--- config.mk ---
export PLATFORM = sky130hd
export DESIGN_NAME = stepper_position_driver_top_flat
export DESIGN_NICKNAME = d
export VERILOG_FILES = /design/src/design/spd_pkg.sv /design/src/design/spd_if.sv /design/src/design/stepper_position_driver_top.sv /design/src/flat_wrapper.sv
export SDC_FILE = /design/constraint.sdc
export NUM_CORES = 1
export LEC_CHECK = 0
export BUFFER_PORTS_ARGS = -buffer_cell sky130_fd_sc_hd__buf_2
export CAP_MARGIN = 0
export CELL_PAD_IN_SITES_DETAIL_PLACEMENT = 2
export CELL_PAD_IN_SITES_GLOBAL_PLACEMENT = 2
export CORE_UTILIZATION = 39
export DETAILED_ROUTE_END_ITERATION = 10
export PLACE_DENSITY = 0.84
export SYNTH_ARGS = -nofsm -noshare
export SYNTH_HDL_FRONTEND = slang
export SYNTH_SLANG_ARGS = --single-unit
--- constraint.sdc ---
create_clock -name clk -period 15.7 [get_ports clk]
set_input_delay 4.71 -clock clk [delete_from_list [all_inputs] [get_ports clk]]
set_output_delay 4.71 -clock clk [all_outputs]
set_load 0.05 [all_outputs]
--- src/design/spd_pkg.sv ---
package spd_pkg;

    // Sizes
    localparam int PHASE_COUNT = 8;
    localparam int POS_WIDTH   = 16;
    localparam int PHASE_W     = $clog2(PHASE_COUNT);
    localparam int HOLD_W      = 7;
    localparam int PRESCALE_W  = 4;
    localparam int VALUE_W     = 16;
    localparam int COILS_W     = 4;
    localparam int KIND_W      = 3;
    localparam int SPEED_W     = 2;
    localparam int PADDR_W     = 4;
    localparam int PDATA_W     = 32;
    localparam int REG_IDX_W   = 2;

    typedef logic [POS_WIDTH-1:0]  pos_t;
    typedef logic [VALUE_W-1:0]    pos_out_t;
    typedef logic [PHASE_W-1:0]    phase_t;
    typedef logic [HOLD_W-1:0]     hold_t;
    typedef logic [PRESCALE_W-1:0] prescale_t;
    typedef logic [COILS_W-1:0]    coils_t;
    typedef logic [SPEED_W-1:0]    speed_t;
    typedef logic [REG_IDX_W-1:0]  reg_idx_t;

    // Request kinds
    typedef enum logic [KIND_W-1:0] {
        KIND_TICK       = 3'd0,
        KIND_SET_TARGET = 3'd1,
        KIND_SET_POS    = 3'd2,
        KIND_STOP       = 3'd3,
        KIND_ZERO       = 3'd4,
        KIND_ARM_HOLD   = 3'd5
    } kind_t;

    // Speed modes
    localparam speed_t SPEED_FAST = 2'd0;
    localparam speed_t SPEED_SLOW = 2'd1;
    localparam speed_t SPEED_HALF = 2'd2;

    // Register indexes (byte address bits [3:2])
    localparam reg_idx_t REG_DRIVE_KIND = 2'd0;
    localparam reg_idx_t REG_SPEED_MODE = 2'd1;
    localparam reg_idx_t REG_TEST_HOLD  = 2'd2;

    // Hold lengths and prescaler reloads
    localparam hold_t     HOLD_FAST   = 7'd79;
    localparam hold_t     HOLD_SLOW   = 7'd5;
    localparam prescale_t RELOAD_SLOW = 4'd12;
    localparam prescale_t RELOAD_HALF = 4'd1;

    localparam phase_t PHASE_LAST = phase_t'(PHASE_COUNT - 1);

    // Coil patterns per phase: half-step set runs in reverse, full-step repeats
    localparam coils_t COIL_HALF [8] = '{4'h8, 4'hC, 4'h4, 4'h6, 4'h2, 4'h3, 4'h1, 4'h9};
    localparam coils_t COIL_FULL [8] = '{4'h3, 4'h9, 4'hC, 4'h6, 4'h3, 4'h9, 4'hC, 4'h6};

    // One result
    typedef struct packed {
        coils_t   coils;
        pos_out_t position;
        logic     at_target;
    } rsp_t;

    function automatic coils_t phase_coils(input logic full_step, input phase_t idx);
        logic [2:0] i;
        i = 3'(idx);
        return full_step ? COIL_FULL[i] : COIL_HALF[i];
    endfunction

    function automatic hold_t hold_len(input speed_t speed);
        return (speed == SPEED_SLOW || speed == SPEED_HALF) ? HOLD_SLOW : HOLD_FAST;
    endfunction

endpackage

--- src/design/spd_if.sv ---
// Request channel: one tick or command
interface spd_cmd_if;
    logic                                valid;
    logic                                ready;
    logic [spd_pkg::KIND_W-1:0]          kind;
    logic signed [spd_pkg::VALUE_W-1:0]  value;

    modport source (output valid, output kind, output value, input ready);
    modport sink   (input valid, input kind, input value, output ready);
endinterface

// Result channel: coil drive and position after each request
interface spd_rsp_if;
    logic                          valid;
    logic                          ready;
    logic [spd_pkg::COILS_W-1:0]   coils;
    logic signed [spd_pkg::VALUE_W-1:0] position;
    logic                          at_target;

    modport source (output valid, output coils, output position, output at_target,
                    input ready);
    modport sink   (input valid, input coils, input position, input at_target,
                    output ready);
endinterface

--- src/design/stepper_position_driver_top.sv ---
// Single-channel stepper position driver.
// cmd carries one request per handshake: a tick, set target, set position,
// stop, zero positions or arm hold; value holds the position for the set kinds.
// rsp returns exactly one result per request: the coil drive, the current
// position and an at-target flag, in request order.
// The result reaches rsp in the cycle after acceptance unless earlier results wait.
// Throughput: one request per cycle while cmd.ready is high; the whole state update is one
// combinational pass from the state registers into the result register.
// A two-deep output buffer (result register plus skid register) lets a new
// request in while one result waits; cmd.ready drops only when both are full,
// so a stalled receiver holds the block after two pending results.
// Reset (rst_n low, asynchronous) clears positions, counters, phase, coils
// (all windings off), the output buffer and the configuration registers.
// Configuration is an APB-style port: drive_kind at 0x0, speed_mode at 0x4,
// test_hold at 0x8; pready is always high. Write it only while idle.
module stepper_position_driver_top (
    input  logic                          clk,
    input  logic                          rst_n,
    spd_cmd_if.sink                       cmd,
    spd_rsp_if.source                     rsp,
    input  logic                          psel,
    input  logic                          penable,
    input  logic                          pwrite,
    input  logic [spd_pkg::PADDR_W-1:0]   paddr,
    input  logic [spd_pkg::PDATA_W-1:0]   pwdata,
    output logic [spd_pkg::PDATA_W-1:0]   prdata,
    output logic                          pready
);

    // Configuration registers
    logic                  drive_kind_reg;
    spd_pkg::speed_t       speed_mode_reg;
    logic                  test_hold_reg;

    // Motion state
    spd_pkg::pos_t         target_pos_reg,     target_pos_next;
    spd_pkg::pos_t         current_pos_reg,    current_pos_next;
    spd_pkg::pos_t         steps_left_reg,     steps_left_next;
    spd_pkg::hold_t        hold_before_reg,    hold_before_next;
    spd_pkg::hold_t        hold_after_reg,     hold_after_next;
    spd_pkg::prescale_t    prescale_count_reg, prescale_count_next;
    spd_pkg::phase_t       phase_index_reg,    phase_index_next;
    spd_pkg::coils_t       coil_drive_reg,     coil_drive_next;

    // Output buffer
    logic                  out_valid_reg,  out_valid_next;
    spd_pkg::rsp_t         out_data_reg,   out_data_next;
    logic                  skid_valid_reg, skid_valid_next;
    spd_pkg::rsp_t         skid_data_reg,  skid_data_next;

    logic                  accept;
    logic                  pop;
    logic                  cfg_write;
    logic                  step_en;
    spd_pkg::reg_idx_t     reg_idx;
    spd_pkg::pos_t         value_pos;
    spd_pkg::hold_t        hold_load;
    spd_pkg::rsp_t         result;

    assign accept    = cmd.valid && cmd.ready;
    assign pop       = out_valid_reg && rsp.ready;
    assign cmd.ready = !skid_valid_reg;
    assign pready    = 1'b1;
    assign cfg_write = psel && penable && pwrite;
    assign reg_idx   = paddr[3:2];
    assign value_pos = spd_pkg::pos_t'(cmd.value);
    assign hold_load = spd_pkg::hold_len(speed_mode_reg);

    // Configuration write
    always_ff @(posedge clk or negedge rst_n)
    begin
        if (!rst_n)
        begin
            drive_kind_reg <= 1'b0;
            speed_mode_reg <= spd_pkg::SPEED_FAST;
            test_hold_reg  <= 1'b0;
        end
        else if (cfg_write)
        begin
            case (reg_idx)
                spd_pkg::REG_DRIVE_KIND: drive_kind_reg <= pwdata[0];
                spd_pkg::REG_SPEED_MODE: speed_mode_reg <= pwdata[spd_pkg::SPEED_W-1:0];
                spd_pkg::REG_TEST_HOLD:  test_hold_reg  <= pwdata[0];
                default: ;
            endcase
        end
    end

    // Configuration read
    always_comb
    begin
        prdata = '0;
        case (reg_idx)
            spd_pkg::REG_DRIVE_KIND: prdata[0] = drive_kind_reg;
            spd_pkg::REG_SPEED_MODE: prdata[spd_pkg::SPEED_W-1:0] = speed_mode_reg;
            spd_pkg::REG_TEST_HOLD:  prdata[0] = test_hold_reg;
            default: prdata = '0;
        endcase
    end

    // Apply one request to the motion state
    always_comb
    begin
        target_pos_next     = target_pos_reg;
        current_pos_next    = current_pos_reg;
        steps_left_next     = steps_left_reg;
        hold_before_next    = hold_before_reg;
        hold_after_next     = hold_after_reg;
        prescale_count_next = prescale_count_reg;
        phase_index_next    = phase_index_reg;
        coil_drive_next     = coil_drive_reg;
        step_en             = 1'b0;

        if (accept)
        begin
            case (spd_pkg::kind_t'(cmd.kind))
                spd_pkg::KIND_TICK:
                begin
                    if (!test_hold_reg)
                    begin
                        // Start a move when idle and away from the target
                        if (steps_left_reg == '0 && target_pos_reg != current_pos_reg)
                        begin
                            steps_left_next  = target_pos_reg - current_pos_reg;
                            hold_before_next = hold_load;
                            hold_after_next  = hold_load;
                        end

                        // Prescaler swallows ticks at the slow speeds
                        step_en = 1'b1;
                        if (speed_mode_reg inside {spd_pkg::SPEED_SLOW, spd_pkg::SPEED_HALF})
                        begin
                            if (prescale_count_reg != '0)
                            begin
                                prescale_count_next = prescale_count_reg
                                                      - spd_pkg::prescale_t'(1);
                                step_en = 1'b0;
                            end
                            else
                            begin
                                prescale_count_next = (speed_mode_reg == spd_pkg::SPEED_SLOW)
                                                      ? spd_pkg::RELOAD_SLOW
                                                      : spd_pkg::RELOAD_HALF;
                            end
                        end

                        // Hold, release or advance one phase
                        if (step_en)
                        begin
                            if (hold_before_next != '0)
                            begin
                                hold_before_next = hold_before_next - spd_pkg::hold_t'(1);
                                coil_drive_next  = spd_pkg::phase_coils(drive_kind_reg,
                                                                        phase_index_reg);
                            end
                            else if (steps_left_next == '0)
                            begin
                                if (hold_after_next != '0)
                                begin
                                    hold_after_next = hold_after_next - spd_pkg::hold_t'(1);
                                    coil_drive_next = spd_pkg::phase_coils(drive_kind_reg,
                                                                           phase_index_reg);
                                end
                                else
                                begin
                                    coil_drive_next = '0;
                                end
                            end
                            else if (!steps_left_next[spd_pkg::POS_WIDTH-1])
                            begin
                                steps_left_next  = steps_left_next - spd_pkg::pos_t'(1);
                                current_pos_next = current_pos_reg + spd_pkg::pos_t'(1);
                                phase_index_next = (phase_index_reg == spd_pkg::PHASE_LAST)
                                                   ? '0
                                                   : phase_index_reg + spd_pkg::phase_t'(1);
                                coil_drive_next  = spd_pkg::phase_coils(drive_kind_reg,
                                                                        phase_index_next);
                            end
                            else
                            begin
                                steps_left_next  = steps_left_next + spd_pkg::pos_t'(1);
                                current_pos_next = current_pos_reg - spd_pkg::pos_t'(1);
                                phase_index_next = (phase_index_reg == '0)
                                                   ? spd_pkg::PHASE_LAST
                                                   : phase_index_reg - spd_pkg::phase_t'(1);
                                coil_drive_next  = spd_pkg::phase_coils(drive_kind_reg,
                                                                        phase_index_next);
                            end
                        end
                    end
                end
                spd_pkg::KIND_SET_TARGET: target_pos_next = value_pos;
                spd_pkg::KIND_SET_POS:    current_pos_next = value_pos;
                spd_pkg::KIND_STOP:
                begin
                    target_pos_next  = current_pos_reg;
                    steps_left_next  = '0;
                    hold_before_next = hold_load;
                    hold_after_next  = hold_load;
                end
                spd_pkg::KIND_ZERO:
                begin
                    target_pos_next  = '0;
                    current_pos_next = '0;
                end
                spd_pkg::KIND_ARM_HOLD:
                begin
                    hold_before_next = hold_load;
                    hold_after_next  = hold_load;
                end
                default: ;
            endcase
        end
    end

    // Build the result from the updated state
    always_comb
    begin
        result.coils     = coil_drive_next;
        result.position  = spd_pkg::pos_out_t'(current_pos_next);
        result.at_target = (target_pos_next == current_pos_next);
    end

    // Advance the output buffer: head register plus one skid entry
    always_comb
    begin
        out_valid_next  = out_valid_reg;
        out_data_next   = out_data_reg;
        skid_valid_next = skid_valid_reg;
        skid_data_next  = skid_data_reg;

        if (!out_valid_reg || pop)
        begin
            if (skid_valid_reg)
            begin
                out_valid_next  = 1'b1;
                out_data_next   = skid_data_reg;
                skid_valid_next = accept;
                skid_data_next  = result;
            end
            else
            begin
                out_valid_next = accept;
                out_data_next  = result;
            end
        end
        else if (accept)
        begin
            skid_valid_next = 1'b1;
            skid_data_next  = result;
        end
    end

    // Control and state registers
    always_ff @(posedge clk or negedge rst_n)
    begin
        if (!rst_n)
        begin
            target_pos_reg     <= '0;
            current_pos_reg    <= '0;
            steps_left_reg     <= '0;
            hold_before_reg    <= '0;
            hold_after_reg     <= '0;
            prescale_count_reg <= '0;
            phase_index_reg    <= '0;
            coil_drive_reg     <= '0;
            out_valid_reg      <= 1'b0;
            skid_valid_reg     <= 1'b0;
        end
        else
        begin
            target_pos_reg     <= target_pos_next;
            current_pos_reg    <= current_pos_next;
            steps_left_reg     <= steps_left_next;
            hold_before_reg    <= hold_before_next;
            hold_after_reg     <= hold_after_next;
            prescale_count_reg <= prescale_count_next;
            phase_index_reg    <= phase_index_next;
            coil_drive_reg     <= coil_drive_next;
            out_valid_reg      <= out_valid_next;
            skid_valid_reg     <= skid_valid_next;
        end
    end

    // Result payload registers
    always_ff @(posedge clk)
    begin
        out_data_reg  <= out_data_next;
        skid_data_reg <= skid_data_next;
    end

    assign rsp.valid     = out_valid_reg;
    assign rsp.coils     = out_data_reg.coils;
    assign rsp.position  = out_data_reg.position;
    assign rsp.at_target = out_data_reg.at_target;

endmodule

--- src/flat_wrapper.sv ---
// flat-port wrapper written by rule: the top's interface ports become plain ports
module stepper_position_driver_top_flat 
  (clk, rst_n, psel, penable, pwrite, paddr, pwdata, prdata, pready, cmd_valid, cmd_kind, cmd_value, cmd_ready, rsp_valid, rsp_coils, rsp_position, rsp_at_target, rsp_ready);
  spd_cmd_if cmd_i ();
  spd_rsp_if rsp_i ();
  input  logic clk;
  input  logic rst_n;
  input  logic psel;
  input  logic penable;
  input  logic pwrite;
  input  logic [spd_pkg::PADDR_W-1:0] paddr;
  input  logic [spd_pkg::PDATA_W-1:0] pwdata;
  output logic [spd_pkg::PDATA_W-1:0] prdata;
  output logic pready;
  input wire logic [$bits(cmd_i.valid)-1:0] cmd_valid;
  input wire logic [$bits(cmd_i.kind)-1:0] cmd_kind;
  input wire logic [$bits(cmd_i.value)-1:0] cmd_value;
  output wire logic [$bits(cmd_i.ready)-1:0] cmd_ready;
  output wire logic [$bits(rsp_i.valid)-1:0] rsp_valid;
  output wire logic [$bits(rsp_i.coils)-1:0] rsp_coils;
  output wire logic [$bits(rsp_i.position)-1:0] rsp_position;
  output wire logic [$bits(rsp_i.at_target)-1:0] rsp_at_target;
  input wire logic [$bits(rsp_i.ready)-1:0] rsp_ready;
  assign cmd_i.valid = cmd_valid;
  assign cmd_i.kind = cmd_kind;
  assign cmd_i.value = cmd_value;
  assign cmd_ready = cmd_i.ready;
  assign rsp_valid = rsp_i.valid;
  assign rsp_coils = rsp_i.coils;
  assign rsp_position = rsp_i.position;
  assign rsp_at_target = rsp_i.at_target;
  assign rsp_i.ready = rsp_ready;
  stepper_position_driver_top u_core (.clk(clk), .rst_n(rst_n), .cmd(cmd_i), .rsp(rsp_i), .psel(psel), .penable(penable), .pwrite(pwrite), .paddr(paddr), .pwdata(pwdata), .prdata(prdata), .pready(pready));
endmodule
==> Word-level counts from Yosys, hierarchy flattened <==
Memories as Yosys holds them, arrays and structs flattened.
Cells that the tools add are included.
{ "op_classes": {"n_reduce_logical": 30, "n_eq_ne": 14, "n_bitwise": 6, "n_lt_le_gt_ge": 3, "mux": 81, "n_addsub": 10} }
{ "op_table": {"columns": ["cell", "count"], "rows": [
  ["$mux W16", 16],
  ["$mux W7", 17],
  ["$mux W4", 25],
  ["$pmux W16 S3", 2],
  ["$mux W21", 4],
  ["$add A16 B1 Y16 const B", 2],
  ["$logic_not A16 Y1", 2],
  ["$pmux W16 S2", 1],
  ["$sub A16 B1 Y16 const B", 2],
  ["$pmux W7 S2", 2],
  ["$eq A16 B16 Y1", 1],
  ["$ne A16 B16 Y1", 1],
  ["$sub A16 B16 Y16", 1],
  ["$reduce_bool A7 Y1", 2],
  ["$sub A7 B1 Y7 const B", 2],
  ["$ge A4 B4 Y1 const B", 3],
  ["$not A3 Y4", 3],
  ["$mux W1", 10],
  ["$eq A3 B3 Y1 const B", 3],
  ["$mux W3", 3],
  ["$reduce_and A2 Y1", 4],
  ["$reduce_bool A2 Y1", 4],
  ["$eq A3 B2 Y1 const B", 2],
  ["$logic_not A3 Y1", 2],
  ["other kinds (19)", 30]
]} }
{ "word_totals": {"in_bits": 62, "mem_count": 6, "wordCells": 169, "regBits": 121, "out_inout_bits": 56, "rom_bits": 192} }
{ "memory_table": {"columns": ["name", "depth", "width", "rd", "rd_clocked_by_memory_dff", "write_ports", "line", "rtl"], "rows": [
  ["(name not given)", 8, 4, 1, 0, 0, "spd_pkg.sv:68", "return full_step ? COIL_FULL[i] : COIL_HALF[i];"],
  ["(name not given)", 8, 4, 1, 0, 0, "spd_pkg.sv:68", null],
  ["(name not given)", 8, 4, 1, 0, 0, "spd_pkg.sv:68", null],
  ["(name not given)", 8, 4, 1, 0, 0, "spd_pkg.sv:68", null],
  ["(name not given)", 8, 4, 1, 0, 0, "spd_pkg.sv:68", null],
  ["(name not given)", 8, 4, 1, 0, 0, "spd_pkg.sv:68", null]
]} }

==> Logic depth before layout (Yosys ltp) <==
{ "logic_depth": {"ltp_word": 17, "mapped_depth": 25, "depth_no_buf": 24} }

==> Least setup slack after synthesis <==
No wires, ideal clock.
{ "synth_timing": {"path_type": "input to output", "startpoint": "input port paddr[2] (netlist name)", "endpoint": "output port prdata[0] (netlist name)", "required_time_ns": 10.990, "t_arrival_ns": 5.911, "path_stages": 2, "path_slack_ns": 5.079, "cell_sequence": "mux2i_1 > o21ai_0"} }
{ "synth_via": {"elab_chain_len": 2} }
{ "synth_rtl": {"columns": ["item", "line", "rtl"], "rows": [
  ["start, declared", "flat_wrapper.sv:11", "input logic [spd_pkg::PADDR_W-1:0] paddr;"],
  ["$eq A2 B2 Y1 (tied with other cells)", "stepper_position_driver_top.sv:93", "case (reg_idx)"],
  ["$pmux W1 S3 *", "stepper_position_driver_top.sv:93", null],
  ["end, declared", "flat_wrapper.sv:13", "output logic [spd_pkg::PDATA_W-1:0] prdata;"]
]} }
Mark *: on every way between the ends. The rest lies on a longest branch, timed or not.

==> Final worst setup path <==
Ends and elaborated chain as after synthesis.

==> impl_metrics.yaml <==
hold_path:
  min_to: "u_core.coil_drive_reg[1]$_DFF_PN0_"
  holdPathStages: 1
  hp-class: "register to register"
  hp-start: "u_core.coil_drive_reg[1]$_DFF_PN0_"
cells_and_area:
  final_common_cell: "nand2_1"
  diodes: 0
  layout-drive-gt1-share_pct: 14.1
  fin_nets: 1255
  largest_register_ffs: 21
  fillers: 2733
  area_growth_pct: 11.0
  final_cells: 1468
  layout_common_cells: "nand2_1, nor2_1, a21oi_1, o21ai_0, dfrtp_1"
cts:
  post_cts_buffers: 0
  ctsHoldBuffers: 0
  clk_latency_ns: 0.44
  htree_levels: 4
  clk_path_buf_depth: 2
  clock_sinks: 121
  cts_buffers: 17
  clockRootBuffer: "clkbuf_16"
  cts_resized: 0
  clk_pin_slew_ns: 0.07
  cts_tree: "yes"
sta:
  finalCriticalPeriod_ns: 10.13
  finalHoldViolCount: 0
  maxSlewHeadroom_pct: 13.4
  drv_slew: 0
  rsz0062_at_grt: "no"
  timing.hold.ws_ns: 0.513
  setup_slack_ns: 5.57
  worst_pin_slew_ns: 1.30
  fin_tns_setup_ns: 0
  max_freq_mhz: 98.7
  min_period_over_period_pct: 64.5
  fin_skew_ns: 0.0166
  setup_viol: 0
grt:
  overflow: 0
  grt_max_degree: 63
  antenna_found_initial: 0
  grt_usage_pct: 29.1
  grt_pass1_wl_mm: 57.3
  first_global_vias: 9712
drt:
  avgRoutedWirePerCell_um: 24.8
  via_per_inst: 6.12
  ant_nets: 0
  drt_wl_total_mm: 36.4
  drc_errors: 0
  drt-initial-drc-count: 527
  vias: 8989
  first_pass_iters: 5
floorplan:
  ioPinCount: 118
  chipHeight_um: 159
  fp-row-count: 57
  start_util_pct: 39.6
  die_x_um: 159
  die_area_um2: 25300
  fp.coreArea_um2: 24200
place:
  gp_congestion: 0.890
  post-place-cells: 1436
  place_hpwl_mm: 26.1
  place_ws_ns: 5.55
  port-buffer-count: 54
setup_path:
  crit_path_end_kind: "output pin"
  r2r_start: "u_core.current_pos_reg[9]$_DFF_PN0_"
  crit_fanout: 6
  worstPathArrival_ns: 5.42
  startpoint_type: "input pin"
  required_ns: 10.99
  ff2ff_path_depth: 24
  r2r_slack_ns: 7.12
  r2r_end: "u_core.rsp.at_target$_DFFE_PN_"
  critPathKind: "input pin to output pin"
yosys:
  syn-instance-count: 1092
  syn-cell-area_um2: 9600
  synth_cell_types: 90
  syn_area_per_cell_um2: 8.79
  ys_warn_count: 0
  ys_seq_area_share_pct: 33.7
  synth_seq_cells: 121
  synth_edf_count: 42
  ys_async_sr_fraction_pct: 65.3
  synth_flop_cell: "dfrtp_1"
pwr:
  ir_drop_v: 0.000110
  powerDensity_nw_per_um2: 263
  leakagePower_nw: 4.65
  p_total_mw: 2.80
status:
  outcome: "completed"
job:
  cap_violations: 0
[cell families after synthesis]
logic type / after synthesis / share of synthesized area (%)
buf+inv: 121 / 6.29
fa+ha+maj: 62 / 8.31
flops: 121 / 33.7
compound gates: 337 / 23.6
mux: 50 / 5.71
simple gates: 357 / 18.5
xor+xnor: 42 / 3.83
other cells: 2 / 0.0782
[worst max path at each step]
stage | from | end | slack, ns | depth (start not counted)
after detailed placement | paddr[2] | prdata[0] | 5.55 | 4
after global routing | paddr[2] | prdata[0] | 5.49 | 4
after floorplan | paddr[2] | prdata[0] | 5.08 | 2
after global placement | paddr[2] | prdata[0] | 5.55 | 4
after CTS | paddr[2] | prdata[0] | 5.55 | 4
final | paddr[2] | prdata[0] | 5.57 | 4
[layout make-up]
cell class | count | area, um2 | area share [%]
Clock buffer | 18 | 429 | 4.03
Clock inverter | 14 | 161 | 1.51
Inverter | 47 | 176 | 1.65
Multi-Input combinational cell | 879 | 5890 | 55.3
Sequential cell | 121 | 3240 | 30.4
Tap cell | 324 | 405 | 3.80
Timing Repair Buffer | 65 | 355 | 3.33
[routing by layer]
layer / routed length (um) / GRT usage, % / vias up
met5: 0 / 0 / -
met4: 826 / 9.44 / 0
met3: 1300 / 3.53 / 57
met2: 17600 / 48.7 / 229
met1: 16600 / 39.0 / 4630
li1: - / - / 4073
[worst max-delay path: stages]
cell and delay, ns:
buf_2 0.13, mux2i_1 0.12, o21ai_0 0.17, buf_2 0.29
[metrics by stage]
step	util, %	instance area [um2]
2_1_floorplan	-	9710
5_1_grt	44.0	10700
3_3_place_gp	41.5	10100
3_5_place_dp	41.5	10100
4_1_cts	44.0	10700
6_report	44.0	10700
[synthesized netlist by cell type (all sizes together), types with 13 or more instances]
| master | number | area share, % |
|---|---|---|
| a31oi | 13 | 0.85 |
| buf | 41 | 3.2 |
| and3 | 13 | 0.85 |
| a21o | 19 | 1.5 |
| dfrtp | 79 | 21 |
| nand3 | 22 | 1.1 |
| mux2 | 28 | 3.3 |
| o31ai | 15 | 1.2 |
| a211oi | 17 | 1.3 |
| ha | 59 | 7.7 |
| xor2 | 20 | 1.8 |
| o21ai | 82 | 4.3 |
| edfxtp | 42 | 13 |
| mux2i | 21 | 2.2 |
| a21oi | 82 | 4.4 |
| inv | 47 | 1.8 |
| nor2 | 89 | 3.5 |
| xnor2 | 22 | 2.0 |
| clkbuf | 33 | 1.3 |
| nor3 | 40 | 2.1 |
| nand2 | 105 | 4.2 |
[where the power goes]
part | leakage, nW | switching, mW | internal [mW] | total [mW]
Sequential | 1.46 | 0.0635 | 0.394 | 0.457
Clock | 0.279 | 0.172 | 0.237 | 0.410
Combinational | 2.91 | 1.24 | 0.692 | 1.93
Total | 4.65 | 1.48 | 1.32 | 2.80
Power figures use the tool's default switching activity.
